### config.mk
export PLATFORM = sky130hd
export DESIGN_NAME = gain_rms_voice_activity_detector_flat
export DESIGN_NICKNAME = d
export VERILOG_FILES = /design/src/rtl/grvad_pkg.sv /design/src/rtl/grvad_in_if.sv /design/src/rtl/grvad_out_if.sv /design/src/rtl/grvad_front.sv /design/src/rtl/grvad_queue.sv /design/src/rtl/grvad_back.sv /design/src/rtl/gain_rms_voice_activity_detector.sv /design/src/flat_wrapper.sv
export SDC_FILE = /design/constraint.sdc
export NUM_CORES = 2
export LEC_CHECK = 0
export BUFFER_PORTS_ARGS = -buffer_cell sky130_fd_sc_hd__buf_2
export CAP_MARGIN = 40
export CORE_UTILIZATION = 40
export CTS_CLUSTER_SIZE = 28
export DETAILED_ROUTE_END_ITERATION = 6
export HOLD_SLACK_MARGIN = 0.03
export PLACE_DENSITY = 0.61
export SLEW_MARGIN = 15
export SYNTH_ARGS = -nofsm -noshare
export SYNTH_HDL_FRONTEND = slang
export SYNTH_SLANG_ARGS = --single-unit
### constraint.sdc
create_clock -name i_clk -period 14.9 [get_ports i_clk]
set_clock_uncertainty 0.05 [all_clocks]
set_input_delay 2.98 -clock i_clk [delete_from_list [all_inputs] [get_ports i_clk]]
set_output_delay 2.98 -clock i_clk [all_outputs]
set_load 0.02 [all_outputs]
### src/rtl/grvad_pkg.sv
`timescale 1ns / 1ps
`default_nettype none
package grvad_pkg;

    localparam int SAMPLE_W     = 16;
    localparam int GAIN_W       = 10;
    localparam int FRAC_BITS    = 8;
    localparam int THR_W        = 16;
    localparam int LEVEL_W      = 16;
    // square of a clamped magnitude is at most 2^30
    localparam int SQ_W         = 31;
    // mean of squares never exceeds the largest square
    localparam int MEAN_W       = 31;
    localparam int SQRT_STEPS   = (MEAN_W + 1) / 2;
    localparam int SQRT_CNT_W   = $clog2(SQRT_STEPS);

    localparam int MAX_CHUNK_DEF     = 4096;
    localparam int HISTORY_DEPTH_DEF = 5;

    localparam int QUEUE_DEPTH  = 2;

    localparam int CFG_IDX_W    = 1;
    localparam int CFG_DATA_W   = 16;
    localparam logic [CFG_IDX_W-1:0] CFG_MIC_GAIN        = 1'd0;
    localparam logic [CFG_IDX_W-1:0] CFG_LEVEL_THRESHOLD = 1'd1;

    localparam logic [GAIN_W-1:0] GAIN_RESET = 10'd256;
    localparam logic [THR_W-1:0]  THR_RESET  = 16'd655;

    // front to back: clamped magnitude, output bits, chunk end
    typedef struct packed {
        logic [SAMPLE_W-1:0]        omag;
        logic signed [SAMPLE_W-1:0] sample_out;
        logic                       last;
    } t_item;

    typedef struct packed {
        logic signed [SAMPLE_W-1:0] sample_out;
        logic                       level_valid;
        logic [LEVEL_W-1:0]         rms_level;
        logic                       speech_active;
        logic                       voice_started;
        logic                       voice_stopped;
        logic                       chunk_overflow;
    } t_result;

endpackage
`default_nettype wire

### src/rtl/grvad_in_if.sv
`timescale 1ns / 1ps
`default_nettype none
interface grvad_in_if;
    logic        valid;
    logic        ready;
    logic signed [15:0] sample_in;
    logic        last_in_chunk;

    modport source (output valid, output sample_in, output last_in_chunk, input ready);
    modport sink   (input valid, input sample_in, input last_in_chunk, output ready);
endinterface
`default_nettype wire

### src/rtl/grvad_out_if.sv
`timescale 1ns / 1ps
`default_nettype none
interface grvad_out_if;
    logic        valid;
    logic        ready;
    logic signed [15:0] sample_out;
    logic        level_valid;
    logic [15:0] rms_level;
    logic        speech_active;
    logic        voice_started;
    logic        voice_stopped;
    logic        chunk_overflow;

    modport source (
        output valid, output sample_out, output level_valid, output rms_level,
        output speech_active, output voice_started, output voice_stopped,
        output chunk_overflow, input ready
    );
    modport sink (
        input valid, input sample_out, input level_valid, input rms_level,
        input speech_active, input voice_started, input voice_stopped,
        input chunk_overflow, output ready
    );
endinterface
`default_nettype wire

### src/rtl/grvad_front.sv
`timescale 1ns / 1ps
`default_nettype none
module grvad_front (
    grvad_in_if.sink                         i_in_ch,
    input  wire [grvad_pkg::GAIN_W-1:0]      i_mic_gain,
    input  wire                              i_queue_full,
    output logic                             o_push,
    output grvad_pkg::t_item                 o_item
);

    localparam int MAG_W  = grvad_pkg::SAMPLE_W + 1;
    localparam int PROD_W = MAG_W + grvad_pkg::GAIN_W;
    localparam int Q_W    = PROD_W - grvad_pkg::FRAC_BITS;

    logic              neg;
    logic [MAG_W-1:0]  mag;
    logic [PROD_W-1:0] prod;
    logic [Q_W-1:0]    q;
    logic [Q_W-1:0]    lim;
    logic [grvad_pkg::SAMPLE_W-1:0] omag;

    always_comb begin
        neg  = i_in_ch.sample_in[grvad_pkg::SAMPLE_W-1];
        // sign-extend then negate: magnitude up to 32768
        mag  = neg ? (MAG_W'(0) - {1'b1, i_in_ch.sample_in}) : {1'b0, i_in_ch.sample_in};
        prod = PROD_W'(mag) * PROD_W'(i_mic_gain);
        q    = prod[PROD_W-1:grvad_pkg::FRAC_BITS];
        lim  = neg ? Q_W'(32768) : Q_W'(32767);
        omag = (q > lim) ? lim[grvad_pkg::SAMPLE_W-1:0] : q[grvad_pkg::SAMPLE_W-1:0];
    end

    assign i_in_ch.ready     = !i_queue_full;
    assign o_push            = i_in_ch.valid && !i_queue_full;
    assign o_item.omag       = omag;
    assign o_item.sample_out = neg ? (grvad_pkg::SAMPLE_W'(0) - omag) : omag;
    assign o_item.last       = i_in_ch.last_in_chunk;

endmodule
`default_nettype wire

### src/rtl/grvad_queue.sv
`timescale 1ns / 1ps
`default_nettype none
module grvad_queue (
    input  wire               i_clk,
    input  wire               i_rst_n,
    input  wire               i_push,
    input  grvad_pkg::t_item  i_item,
    output logic              o_full,
    input  wire               i_pop,
    output logic              o_empty,
    output grvad_pkg::t_item  o_item
);

    localparam int DEPTH = grvad_pkg::QUEUE_DEPTH;
    localparam int PTR_W = (DEPTH > 1) ? $clog2(DEPTH) : 1;
    localparam int CNT_W = $clog2(DEPTH + 1);

    grvad_pkg::t_item r_mem [DEPTH];
    logic [PTR_W-1:0] r_wr;
    logic [PTR_W-1:0] r_rd;
    logic [CNT_W-1:0] r_cnt;

    function automatic logic [PTR_W-1:0] ptr_inc(input logic [PTR_W-1:0] p);
        return (p == PTR_W'(DEPTH - 1)) ? '0 : p + 1'b1;
    endfunction

    assign o_full  = (r_cnt == CNT_W'(DEPTH));
    assign o_empty = (r_cnt == '0);
    assign o_item  = r_mem[r_rd];

    always_ff @(posedge i_clk) begin
        if (!i_rst_n) begin
            r_wr  <= '0;
            r_rd  <= '0;
            r_cnt <= '0;
        end else begin
            if (i_push) begin
                r_mem[r_wr] <= i_item;
                r_wr        <= ptr_inc(r_wr);
            end
            if (i_pop) begin
                r_rd <= ptr_inc(r_rd);
            end
            case ({i_push, i_pop})
                2'b10:   r_cnt <= r_cnt + 1'b1;
                2'b01:   r_cnt <= r_cnt - 1'b1;
                default: r_cnt <= r_cnt;
            endcase
        end
    end

endmodule
`default_nettype wire

### src/rtl/grvad_back.sv
`timescale 1ns / 1ps
`default_nettype none
module grvad_back #(
    parameter int MAX_CHUNK     = grvad_pkg::MAX_CHUNK_DEF,
    parameter int HISTORY_DEPTH = grvad_pkg::HISTORY_DEPTH_DEF
) (
    input  wire                          i_clk,
    input  wire                          i_rst_n,
    input  wire                          i_empty,
    input  grvad_pkg::t_item             i_item,
    output logic                         o_pop,
    input  wire [grvad_pkg::THR_W-1:0]   i_level_thr,
    grvad_out_if.source                  o_out_ch
);

    localparam int SQ_W     = grvad_pkg::SQ_W;
    localparam int MEAN_W   = grvad_pkg::MEAN_W;
    localparam int LEVEL_W  = grvad_pkg::LEVEL_W;
    localparam int CNT_W    = $clog2(MAX_CHUNK + 1);
    localparam int SUM_W    = CNT_W + SQ_W - 1;
    localparam int DCNT_W   = $clog2(SUM_W);
    localparam int SLOT_W   = $clog2(HISTORY_DEPTH);
    localparam int HSUM_W   = LEVEL_W + $clog2(HISTORY_DEPTH);
    localparam int CMP_W    = HSUM_W + 2;

    typedef enum logic [2:0] {
        ST_IDLE, ST_ACC, ST_DIV, ST_SQRT, ST_DEC, ST_EMIT
    } t_state;

    t_state                r_state;
    logic [SQ_W-1:0]       r_sq;
    logic signed [grvad_pkg::SAMPLE_W-1:0] r_bits;
    logic                  r_last;
    logic [SUM_W-1:0]      r_sum;
    logic [CNT_W-1:0]      r_count;
    logic                  r_ovf;
    // divider
    logic [SUM_W-1:0]      r_dvd;
    logic [CNT_W-1:0]      r_dvs;
    logic [CNT_W-1:0]      r_rem;
    logic [DCNT_W-1:0]     r_div_cnt;
    // root
    logic [MEAN_W-1:0]     r_sv;
    logic [MEAN_W-1:0]     r_root;
    logic [MEAN_W-1:0]     r_bit;
    logic [grvad_pkg::SQRT_CNT_W-1:0] r_sqrt_cnt;
    // decision
    logic [LEVEL_W-1:0]    r_hist [HISTORY_DEPTH];
    logic [SLOT_W-1:0]     r_slot;
    logic [HSUM_W-1:0]     r_hsum;
    logic                  r_voice;
    grvad_pkg::t_result    r_res;
    grvad_pkg::t_result    r_out;
    logic                  r_out_valid;

    logic                  out_free;
    logic                  out_load;
    logic                  room;
    logic                  ovf_now;
    logic [SUM_W-1:0]      n_sum;
    logic [CNT_W-1:0]      n_count;
    grvad_pkg::t_result    n_res;
    logic [CNT_W:0]        rem_sh;
    logic                  div_ge;
    logic [CNT_W:0]        rem_diff;
    logic [CNT_W-1:0]      n_rem;
    logic [SUM_W-1:0]      n_dvd;
    logic [MEAN_W:0]       trial;
    logic                  sq_ge;
    logic [MEAN_W-1:0]     n_sv;
    logic [MEAN_W-1:0]     n_root;
    logic [LEVEL_W-1:0]    level;
    logic [HSUM_W-1:0]     n_hsum;
    logic [CMP_W-1:0]      lhs;
    logic [CMP_W-1:0]      rhs;
    logic                  now;
    logic [SLOT_W-1:0]     n_slot;

    assign out_free = !r_out_valid || o_out_ch.ready;
    assign out_load = out_free &&
                      (((r_state == ST_ACC) && !r_last) || (r_state == ST_EMIT));
    assign o_pop    = (r_state == ST_IDLE) && !i_empty;

    always_comb begin
        // accumulate, saturating once the chunk is full
        room    = (r_count < CNT_W'(MAX_CHUNK));
        ovf_now = r_ovf || !room;
        n_sum   = room ? (r_sum + SUM_W'(r_sq)) : r_sum;
        n_count = room ? (r_count + 1'b1) : r_count;

        n_res                = '0;
        n_res.sample_out     = r_bits;
        n_res.speech_active  = r_voice;
        n_res.chunk_overflow = ovf_now;

        // restoring divide, one quotient bit a cycle
        rem_sh   = {r_rem, r_dvd[SUM_W-1]};
        div_ge   = (rem_sh >= {1'b0, r_dvs});
        rem_diff = rem_sh - {1'b0, r_dvs};
        n_rem    = div_ge ? rem_diff[CNT_W-1:0] : rem_sh[CNT_W-1:0];
        n_dvd    = {r_dvd[SUM_W-2:0], div_ge};

        // digit-by-digit square root, two radicand bits a cycle
        trial  = {1'b0, r_root} + {1'b0, r_bit};
        sq_ge  = ({1'b0, r_sv} >= trial);
        n_sv   = sq_ge ? (r_sv - trial[MEAN_W-1:0]) : r_sv;
        n_root = sq_ge ? ((r_root >> 1) + r_bit) : (r_root >> 1);

        // running history sum: drop the entry being overwritten
        level  = r_root[LEVEL_W-1:0];
        n_hsum = r_hsum - HSUM_W'(r_hist[r_slot]) + HSUM_W'(level);
        lhs    = CMP_W'(level) * CMP_W'(HISTORY_DEPTH);
        rhs    = {1'b0, n_hsum, 1'b0};
        now    = (level > i_level_thr) && (lhs > rhs);
        n_slot = (r_slot == SLOT_W'(HISTORY_DEPTH - 1)) ? '0 : r_slot + 1'b1;
    end

    always_ff @(posedge i_clk) begin
        if (!i_rst_n) begin
            r_state     <= ST_IDLE;
            r_out_valid <= 1'b0;
            r_sum       <= '0;
            r_count     <= '0;
            r_ovf       <= 1'b0;
            r_slot      <= '0;
            r_hsum      <= '0;
            r_voice     <= 1'b0;
            for (int k = 0; k < HISTORY_DEPTH; k++) begin
                r_hist[k] <= '0;
            end
        end else begin
            if (out_load) begin
                r_out_valid <= 1'b1;
            end else if (o_out_ch.ready) begin
                r_out_valid <= 1'b0;
            end
            case (r_state)
                ST_IDLE: begin
                    if (!i_empty) begin
                        r_sq    <= SQ_W'(32'(i_item.omag) * 32'(i_item.omag));
                        r_bits  <= i_item.sample_out;
                        r_last  <= i_item.last;
                        r_state <= ST_ACC;
                    end
                end
                ST_ACC: begin
                    if (r_last) begin
                        r_dvd     <= n_sum;
                        r_dvs     <= n_count;
                        r_rem     <= '0;
                        r_div_cnt <= '0;
                        r_sum     <= '0;
                        r_count   <= '0;
                        r_ovf     <= 1'b0;
                        r_res     <= n_res;
                        r_state   <= ST_DIV;
                    end else begin
                        r_sum   <= n_sum;
                        r_count <= n_count;
                        r_ovf   <= ovf_now;
                        if (out_free) begin
                            r_out   <= n_res;
                            r_state <= ST_IDLE;
                        end else begin
                            r_res   <= n_res;
                            r_state <= ST_EMIT;
                        end
                    end
                end
                ST_DIV: begin
                    r_rem     <= n_rem;
                    r_dvd     <= n_dvd;
                    r_div_cnt <= r_div_cnt + 1'b1;
                    if (r_div_cnt == DCNT_W'(SUM_W - 1)) begin
                        // mean never exceeds the largest square
                        r_sv       <= n_dvd[MEAN_W-1:0];
                        r_root     <= '0;
                        r_bit      <= MEAN_W'(1) << (MEAN_W - 1);
                        r_sqrt_cnt <= '0;
                        r_state    <= ST_SQRT;
                    end
                end
                ST_SQRT: begin
                    r_sv       <= n_sv;
                    r_root     <= n_root;
                    r_bit      <= r_bit >> 2;
                    r_sqrt_cnt <= r_sqrt_cnt + 1'b1;
                    if (r_sqrt_cnt == grvad_pkg::SQRT_CNT_W'(grvad_pkg::SQRT_STEPS - 1)) begin
                        r_state <= ST_DEC;
                    end
                end
                ST_DEC: begin
                    r_hist[r_slot]      <= level;
                    r_slot              <= n_slot;
                    r_hsum              <= n_hsum;
                    r_voice             <= now;
                    r_res.level_valid   <= 1'b1;
                    r_res.rms_level     <= level;
                    r_res.speech_active <= now;
                    r_res.voice_started <= now && !r_voice;
                    r_res.voice_stopped <= !now && r_voice;
                    r_state             <= ST_EMIT;
                end
                ST_EMIT: begin
                    if (out_free) begin
                        r_out   <= r_res;
                        r_state <= ST_IDLE;
                    end
                end
                default: begin
                    r_state <= ST_IDLE;
                end
            endcase
        end
    end

    assign o_out_ch.valid          = r_out_valid;
    assign o_out_ch.sample_out     = r_out.sample_out;
    assign o_out_ch.level_valid    = r_out.level_valid;
    assign o_out_ch.rms_level      = r_out.rms_level;
    assign o_out_ch.speech_active  = r_out.speech_active;
    assign o_out_ch.voice_started  = r_out.voice_started;
    assign o_out_ch.voice_stopped  = r_out.voice_stopped;
    assign o_out_ch.chunk_overflow = r_out.chunk_overflow;

endmodule
`default_nettype wire

### src/rtl/gain_rms_voice_activity_detector.sv
`timescale 1ns / 1ps
`default_nettype none
// Gain stage and energy-based voice activity detector. Every sample transfer on
// i_in_ch gives exactly one result transfer on o_out_ch, in order: the sample
// times mic_gain (unsigned Q2.8), truncated toward zero and clamped to 16 bits.
// The squares are summed over a chunk; the result of a chunk's last sample also
// carries the rms level (floor of the root of the floored mean, 32768 = full
// scale) and the voice decision, which needs the level above level_threshold
// and HISTORY_DEPTH times the level above twice the sum of the last
// HISTORY_DEPTH levels. Samples past MAX_CHUNK are passed on but not summed,
// and chunk_overflow is shown for the rest of that chunk. In the back end an
// ordinary sample is dequeued and squared, then accumulated. A chunk's last
// sample also passes through the bit-serial divider, over SUM_W =
// clog2(MAX_CHUNK+1) + 30 dividend bits, and the two-bits-a-cycle square root;
// a two-entry queue takes the next two samples meanwhile, after which the input
// stalls. Configuration is written through i_cfg_we, i_cfg_idx (0 gain,
// 1 threshold) and i_cfg_data; the user must write it only while the block is
// idle, as the block itself does not enforce this.
module gain_rms_voice_activity_detector #(
    parameter int MAX_CHUNK     = grvad_pkg::MAX_CHUNK_DEF,
    parameter int HISTORY_DEPTH = grvad_pkg::HISTORY_DEPTH_DEF
) (
    input  wire                                 i_clk,
    input  wire                                 i_rst_n,
    grvad_in_if.sink                            i_in_ch,
    grvad_out_if.source                         o_out_ch,
    input  wire                                 i_cfg_we,
    input  wire [grvad_pkg::CFG_IDX_W-1:0]      i_cfg_idx,
    input  wire [grvad_pkg::CFG_DATA_W-1:0]     i_cfg_data
);

    logic [grvad_pkg::GAIN_W-1:0] r_mic_gain;
    logic [grvad_pkg::THR_W-1:0]  r_level_thr;

    logic             push;
    logic             pop;
    logic             full;
    logic             empty;
    grvad_pkg::t_item front_item;
    grvad_pkg::t_item back_item;

    always_ff @(posedge i_clk) begin
        if (!i_rst_n) begin
            r_mic_gain  <= grvad_pkg::GAIN_RESET;
            r_level_thr <= grvad_pkg::THR_RESET;
        end else if (i_cfg_we) begin
            case (i_cfg_idx)
                grvad_pkg::CFG_MIC_GAIN:
                    r_mic_gain <= i_cfg_data[grvad_pkg::GAIN_W-1:0];
                grvad_pkg::CFG_LEVEL_THRESHOLD:
                    r_level_thr <= i_cfg_data[grvad_pkg::THR_W-1:0];
                default: begin
                end
            endcase
        end
    end

    grvad_front u_front (
        .i_in_ch      (i_in_ch),
        .i_mic_gain   (r_mic_gain),
        .i_queue_full (full),
        .o_push       (push),
        .o_item       (front_item)
    );

    grvad_queue u_queue (
        .i_clk   (i_clk),
        .i_rst_n (i_rst_n),
        .i_push  (push),
        .i_item  (front_item),
        .o_full  (full),
        .i_pop   (pop),
        .o_empty (empty),
        .o_item  (back_item)
    );

    grvad_back #(
        .MAX_CHUNK     (MAX_CHUNK),
        .HISTORY_DEPTH (HISTORY_DEPTH)
    ) u_back (
        .i_clk       (i_clk),
        .i_rst_n     (i_rst_n),
        .i_empty     (empty),
        .i_item      (back_item),
        .o_pop       (pop),
        .i_level_thr (r_level_thr),
        .o_out_ch    (o_out_ch)
    );

endmodule
`default_nettype wire
### src/flat_wrapper.sv
// flat-port wrapper written by rule: the top's interface ports become plain ports
module gain_rms_voice_activity_detector_flat 
#(
    parameter int MAX_CHUNK     = grvad_pkg::MAX_CHUNK_DEF,
    parameter int HISTORY_DEPTH = grvad_pkg::HISTORY_DEPTH_DEF
)
  (i_clk, i_rst_n, i_cfg_we, i_cfg_idx, i_cfg_data, i_in_ch_valid, i_in_ch_sample_in, i_in_ch_last_in_chunk, i_in_ch_ready, o_out_ch_valid, o_out_ch_sample_out, o_out_ch_level_valid, o_out_ch_rms_level, o_out_ch_speech_active, o_out_ch_voice_started, o_out_ch_voice_stopped, o_out_ch_chunk_overflow, o_out_ch_ready);
  grvad_in_if i_in_ch_i ();
  grvad_out_if o_out_ch_i ();
  input  wire i_clk;
  input  wire i_rst_n;
  input  wire i_cfg_we;
  input  wire [grvad_pkg::CFG_IDX_W-1:0] i_cfg_idx;
  input  wire [grvad_pkg::CFG_DATA_W-1:0] i_cfg_data;
  input wire logic [$bits(i_in_ch_i.valid)-1:0] i_in_ch_valid;
  input wire logic [$bits(i_in_ch_i.sample_in)-1:0] i_in_ch_sample_in;
  input wire logic [$bits(i_in_ch_i.last_in_chunk)-1:0] i_in_ch_last_in_chunk;
  output wire logic [$bits(i_in_ch_i.ready)-1:0] i_in_ch_ready;
  output wire logic [$bits(o_out_ch_i.valid)-1:0] o_out_ch_valid;
  output wire logic [$bits(o_out_ch_i.sample_out)-1:0] o_out_ch_sample_out;
  output wire logic [$bits(o_out_ch_i.level_valid)-1:0] o_out_ch_level_valid;
  output wire logic [$bits(o_out_ch_i.rms_level)-1:0] o_out_ch_rms_level;
  output wire logic [$bits(o_out_ch_i.speech_active)-1:0] o_out_ch_speech_active;
  output wire logic [$bits(o_out_ch_i.voice_started)-1:0] o_out_ch_voice_started;
  output wire logic [$bits(o_out_ch_i.voice_stopped)-1:0] o_out_ch_voice_stopped;
  output wire logic [$bits(o_out_ch_i.chunk_overflow)-1:0] o_out_ch_chunk_overflow;
  input wire logic [$bits(o_out_ch_i.ready)-1:0] o_out_ch_ready;
  assign i_in_ch_i.valid = i_in_ch_valid;
  assign i_in_ch_i.sample_in = i_in_ch_sample_in;
  assign i_in_ch_i.last_in_chunk = i_in_ch_last_in_chunk;
  assign i_in_ch_ready = i_in_ch_i.ready;
  assign o_out_ch_valid = o_out_ch_i.valid;
  assign o_out_ch_sample_out = o_out_ch_i.sample_out;
  assign o_out_ch_level_valid = o_out_ch_i.level_valid;
  assign o_out_ch_rms_level = o_out_ch_i.rms_level;
  assign o_out_ch_speech_active = o_out_ch_i.speech_active;
  assign o_out_ch_voice_started = o_out_ch_i.voice_started;
  assign o_out_ch_voice_stopped = o_out_ch_i.voice_stopped;
  assign o_out_ch_chunk_overflow = o_out_ch_i.chunk_overflow;
  assign o_out_ch_i.ready = o_out_ch_ready;
  gain_rms_voice_activity_detector #(.MAX_CHUNK(MAX_CHUNK), .HISTORY_DEPTH(HISTORY_DEPTH)) u_core (.i_clk(i_clk), .i_rst_n(i_rst_n), .i_in_ch(i_in_ch_i), .o_out_ch(o_out_ch_i), .i_cfg_we(i_cfg_we), .i_cfg_idx(i_cfg_idx), .i_cfg_data(i_cfg_data));
endmodule
-- Yosys cells after proc, flatten, opt, wreduce, memory -nomap -nowiden
Memory sizes are Yosys's and may differ from the RTL's. A register that Yosys moved wholly into a read port is not among the register bits.
Index checks and enable logic that the tools add are counted.
- output and inout bits: 39
- bits in writable memories: 146
- memories kept: 2
- bits of input ports: 39
- register bits after elaboration: 408
- logic and storage cells: 186
- multiply operators: 3
- bitwise logic cells: 2
- equal/unequal tests: 21
- $add $sub $neg: 17
- reductions and logical operators: 37
- mux-type cells: 60
- magnitude comparators: 6
- memory list (name ; depth ; bits a word ; read ports ; clocked after memory_dff ; wr ports ; RTL line ; RTL):
    u_core.u_back.r_hist ; 5 ; 16 ; 1 ; 1 ; 5 ; grvad_back.sv:48 ; logic [LEVEL_W-1:0] r_hist [HISTORY_DEPTH];
    u_core.u_queue.r_mem ; 2 ; 33 ; 1 ; 1 ; 1 ; grvad_queue.sv:18 ; grvad_pkg::t_item r_mem [DEPTH];
- operators with widths (cell ; count):
    $pmux 31 s2 ; 3
    $mux 37 ; 5
    $mux 31 ; 5
    $mux 43 ; 3
    $pmux 43 s2 ; 1
    $pmux 37 s2 ; 1
    $mux 16 ; 4
    $mux 13 ; 4
    $add 43x31->43 ; 1
    $pmux 20 s2 ; 1
    $add 31x31->32 ; 1
    $ge 31x32->1 ; 1
    $add 30x31->31 ; 1
    $mul 16x16->31 ; 1
    $sub 31x31->31 ; 1
    $mux 3 ; 10
    $mul 17x10->27 ; 1
    $pmux 13 s2 ; 1
    $gt 19x20->1 ; 1
    $add 19x16->19 ; 1
    $gt 19x16->1 ; 1
    $mul 16x3->19 const B ; 1
    $sub 19x16->19 ; 1
    $ne 2x2->1 const B ; 9
    41 further kinds ; 87

-- Depth between registers and ports, before layout
- depth in word-level cells: 7
- mapped depth: 45
- mapped depth without buffers: 43

-- By module
From an unflattened synthesis, not the netlist that was laid out.
- cells, all modules: 4613
- area, all modules: 46419.5 um^2
- modules (own cells, without submodules) (module ; cells an instance ; instances ; area each (um^2) ; seq. area each (um^2)):
    grvad_back ; 3504 ; 1 ; 35751.8 ; 13933.4
    grvad_front ; 870 ; 1 ; 7024.2 ; 0.0
    grvad_queue ; 126 ; 1 ; 2595.0 ; 2082.0
    gain_rms_voice_activity_detector ; 113 ; 1 ; 1048.5 ; 520.5

-- Worst setup path before layout
Ideal clock, no wire load.
- kind: input port to flip-flop
- start point: input port i_in_ch_sample_in[0]
- end point: memory u_core.u_queue.r_mem[0][15] (netlist bit) (data pin)
- setup time: 265 ps
- data required time: 14585 ps
- cell stages on the path: 41
- path slack: 2583 ps
- arrival: 12002 ps
- path buffers: 3
- cell sequence: clkbuf_1 > inv_1 > ha_1 > nand2b_1 > or3_1 > o41ai_1 > xnor2_1 > nand2_1 > fa_1 > inv_1 > fa_1 > fa_1 > fa_1 > inv_1 > fa_1 > inv_1 > ha_1 > and2_0 > [5 not listed] > a21oi_1 > xor2_1 > inv_1 > ha_1 > and3_1 > nand3_1 > or2_2 > o32ai_1 > nand4_1 > buf_2 > nand2_1 > o21ai_1 > inv_1 > ha_1 > nand2_1 > nor4_4 > nand4_1 > o311a_1
- RTL lines (item ; RTL line ; RTL):
    from (decl) ; flat_wrapper.sv:16 ; input wire logic [$bits(i_in_ch_i.sample_in)-1:0] i_in_ch_sample_in;
    to (decl) ; grvad_queue.sv:18 ;

==> out/qor.yml <==
run_status:
  outcome: "completed"
yosys:
  netlist_area_um2: 44400
  synth_top_area_cell: "edfxtp_1"
  postSynthCellCount: 4351
  avgSynthCellArea_um2: 10.2
  yosysSeqAreaShare: 0.370
  synth.area.top_cells: "edfxtp_1 (32%), fa_1 (14%), ha_1 (10%), dfxtp_1 (5.3%), inv_1 (4.0%)"
  async_flop_share: 0
  ys.flop_type: "edfxtp_1"
  synth_top_area_share: 0.317
  synth_edf_count: 469
  yosys_warnings: 0
  ys_seq_elements: 587
  yosysUniqueCellTypes: 95
flow_run:
  max_cap_violations: 0
drt:
  wl_per_cell_um: 18.1
  drc: 0
  drtAntennaViolNets: 0
  first_pass_iters: 5
  drt_iter0_markers: 1977
  num_vias: 31800
  postRouteWirelength_um: 108000
  via_per_inst: 5.33
global_route:
  gr-total-overflow: 0
  antenna_found_initial: 3
  grt_usage: 0.193
  grt_pass1_wl_um: 173000
  grt_pass1_vias: 31800
  grt_max_degree: 58
clock_network:
  cts_tree: "done"
  cts_setup_buffers: 0
  clkLatencyLatePin_ps: 620
  cts_resized: 0
  htree_num_levels: 3
  cts_buffers: 69
  clk_pin_slew_ps: 60
  cts-root-buf: "clkbuf_16"
  cts.sinks: 587
  postCtsHoldBufs: 0
  cts_buffer_depth: 3
critical_path:
  cp-end-kind: "flop"
  critical_path_required_ps: 15200
  critical_path.max_stage_delay_ps: 560
  slowest_stage: "fa_1"
  crit_type: "primary input to flop"
  start_kind: "primary input"
  arrival_ps: 13430
  crit_path_max_fanout: 15
sta:
  rsz0062_at_grt: "false"
  hold_viol: 0
  fin_crit_sh: 0.881
  fin_crit_ps: 13130
  drv_slew: 0
  max_freq_mhz: 76.1
  slew_headroom: 0.372
  setup_violations: 0
  finalSetupTns_ps: 0
  tightestPinTransition_ps: 935
layout:
  nFillCells: 10400
  drive_gt1_frac: 0.0922
  final_util: 0.448
  mostFrequentLayoutCells: "inv_1 (472), edfxtp_1 (469), nand2_1 (424)"
  final_nets: 5129
  finalNonFillerCells: 5956
  areaGrowthSynthToFinish_pct: 10.4
  antenna-diode-count: 0
  final_common_cell: "inv_1"
place:
  place_hpwl_um: 79200
  globalplace.congestion: 0.867
  port_buffers: 77
  dp_cells: 5827
floorplan:
  pin_count: 78
  core.rowCount: 121
  die_x_um: 335
  die_height_um: 335
  die_area_um2: 112000
  coreArea_um2: 109000
  initial_core_util: 0.406
min_path:
  holdCritPathClass: "flop to flop"
## critical path, delay by kind of cell
kind            cells  cell delay (ps)
simple gates       14             3450
compound gates      8             2190
fa+ha+maj           8             3550
buf+inv             6              490
xor+xnor            2              760
## state kept, by name (all words and copies together) (netlist names), 19 cells and up, named ones only
| signal | cells |
|---|---|
| u_core.u_queue.r_mem | 64 |
| u_core.u_back.r_hsum | 19 |
| u_core.u_back.r_sv | 31 |
| u_core.u_back.r_root | 31 |
| u_core.u_back.r_dvd | 43 |
| u_core.u_back.r_sum | 43 |
| u_core.u_back.r_res | 37 |
| u_core.u_back.r_sq | 30 |
| u_core.u_back.r_hist | 128 |
## logic make-up (layout without fill, tap and decap cells)
group	Yosys count	count (layout)	share of synthesized area
muxes	120	120	0.0374
other	2	10	0.000169
buffers and inverters	640	761	0.0544
DFF	587	587	0.370
adders and majority gates	666	666	0.238
and+or+nand+nor	1329	1329	0.141
AOI/OAI and AO/OA	771	771	0.112
xor gates and xnor gates	236	236	0.0467
## through the flow
step | setup WS (ps) | hold WS [ps] | area (um^2)
after floorplan | 2580 | 376 | 44500
after global placement | 1520 | 381 | 46700
after detailed placement | 1240 | 384 | 46800
after CTS | 1820 | 400 | 49000
after global routing | 827 | 407 | 49100
final | 1770 | 402 | 49100
## final cells by class
type | count | area (um^2) | area share
multi-input combinational | 3132 | 25700 | 0.524
sequential | 587 | 16400 | 0.335
clock buffer | 86 | 1860 | 0.0380
tap | 1476 | 1850 | 0.0376
inverter | 480 | 1800 | 0.0368
timing repair buffer | 154 | 1030 | 0.0210
clock inverter | 41 | 367 | 0.00747
## cell usage after synthesis (all sizes together), types with 7 or more instances
master / instances
mux2: 44
mux4: 32
o31ai: 16
a22oi: 27
inv: 474
nand4: 35
o21bai: 28
or2: 18
nand2: 425
nor2b: 42
and3: 54
and2: 136
ha: 366
fa: 300
a21o: 85
a41oi: 7
nor3: 54
o211ai: 17
a2111oi: 8
clkbuf: 131
a211oi: 33
or4: 7
nand3: 53
xor2: 85
a21boi: 10
edfxtp: 469
o21a: 14
o21ai: 200
a21oi: 215
nand2b: 36
mux2i: 44
a31o: 10
dfxtp: 118
or3: 20
buf: 29
nor4: 47
a31oi: 37
xnor2: 151
o41ai: 9
a211o: 8
nor2: 381
## path summary, 6_finish.rpt
kind                            slack (ps)  cells past startpoint                                 start                                    end
worst max-delay path                  1770                     38                  i_in_ch_sample_in[5]  u_core.u_queue.r_mem[1][15]$_DFFE_PP_
worst min-delay path                   400                      2  u_core.u_back.r_hsum[1]$_SDFFE_PN0N_   u_core.u_back.r_hsum[1]$_SDFFE_PN0N_
worst max register to register        5110                     32     u_core.r_mic_gain[3]$_SDFFE_PN0P_  u_core.u_queue.r_mem[1][15]$_DFFE_PP_
worst min register to register         400                      2  u_core.u_back.r_hsum[1]$_SDFFE_PN0N_   u_core.u_back.r_hsum[1]$_SDFFE_PN0N_
## metal layers
layer / vias up / share of wire / global-route usage
met3: 188 / 0.041 / 0.0230
li1: 15200 / - / -
met4: 2 / 0.028 / 0.0567
met5: - / 0.00011 / 0
met2: 652 / 0.48 / 0.323
met1: 15700 / 0.45 / 0.260
Power is left out: the tool's default activity adds up to more than one toggle a clock period on the data nets, which glitch-free logic cannot reach.
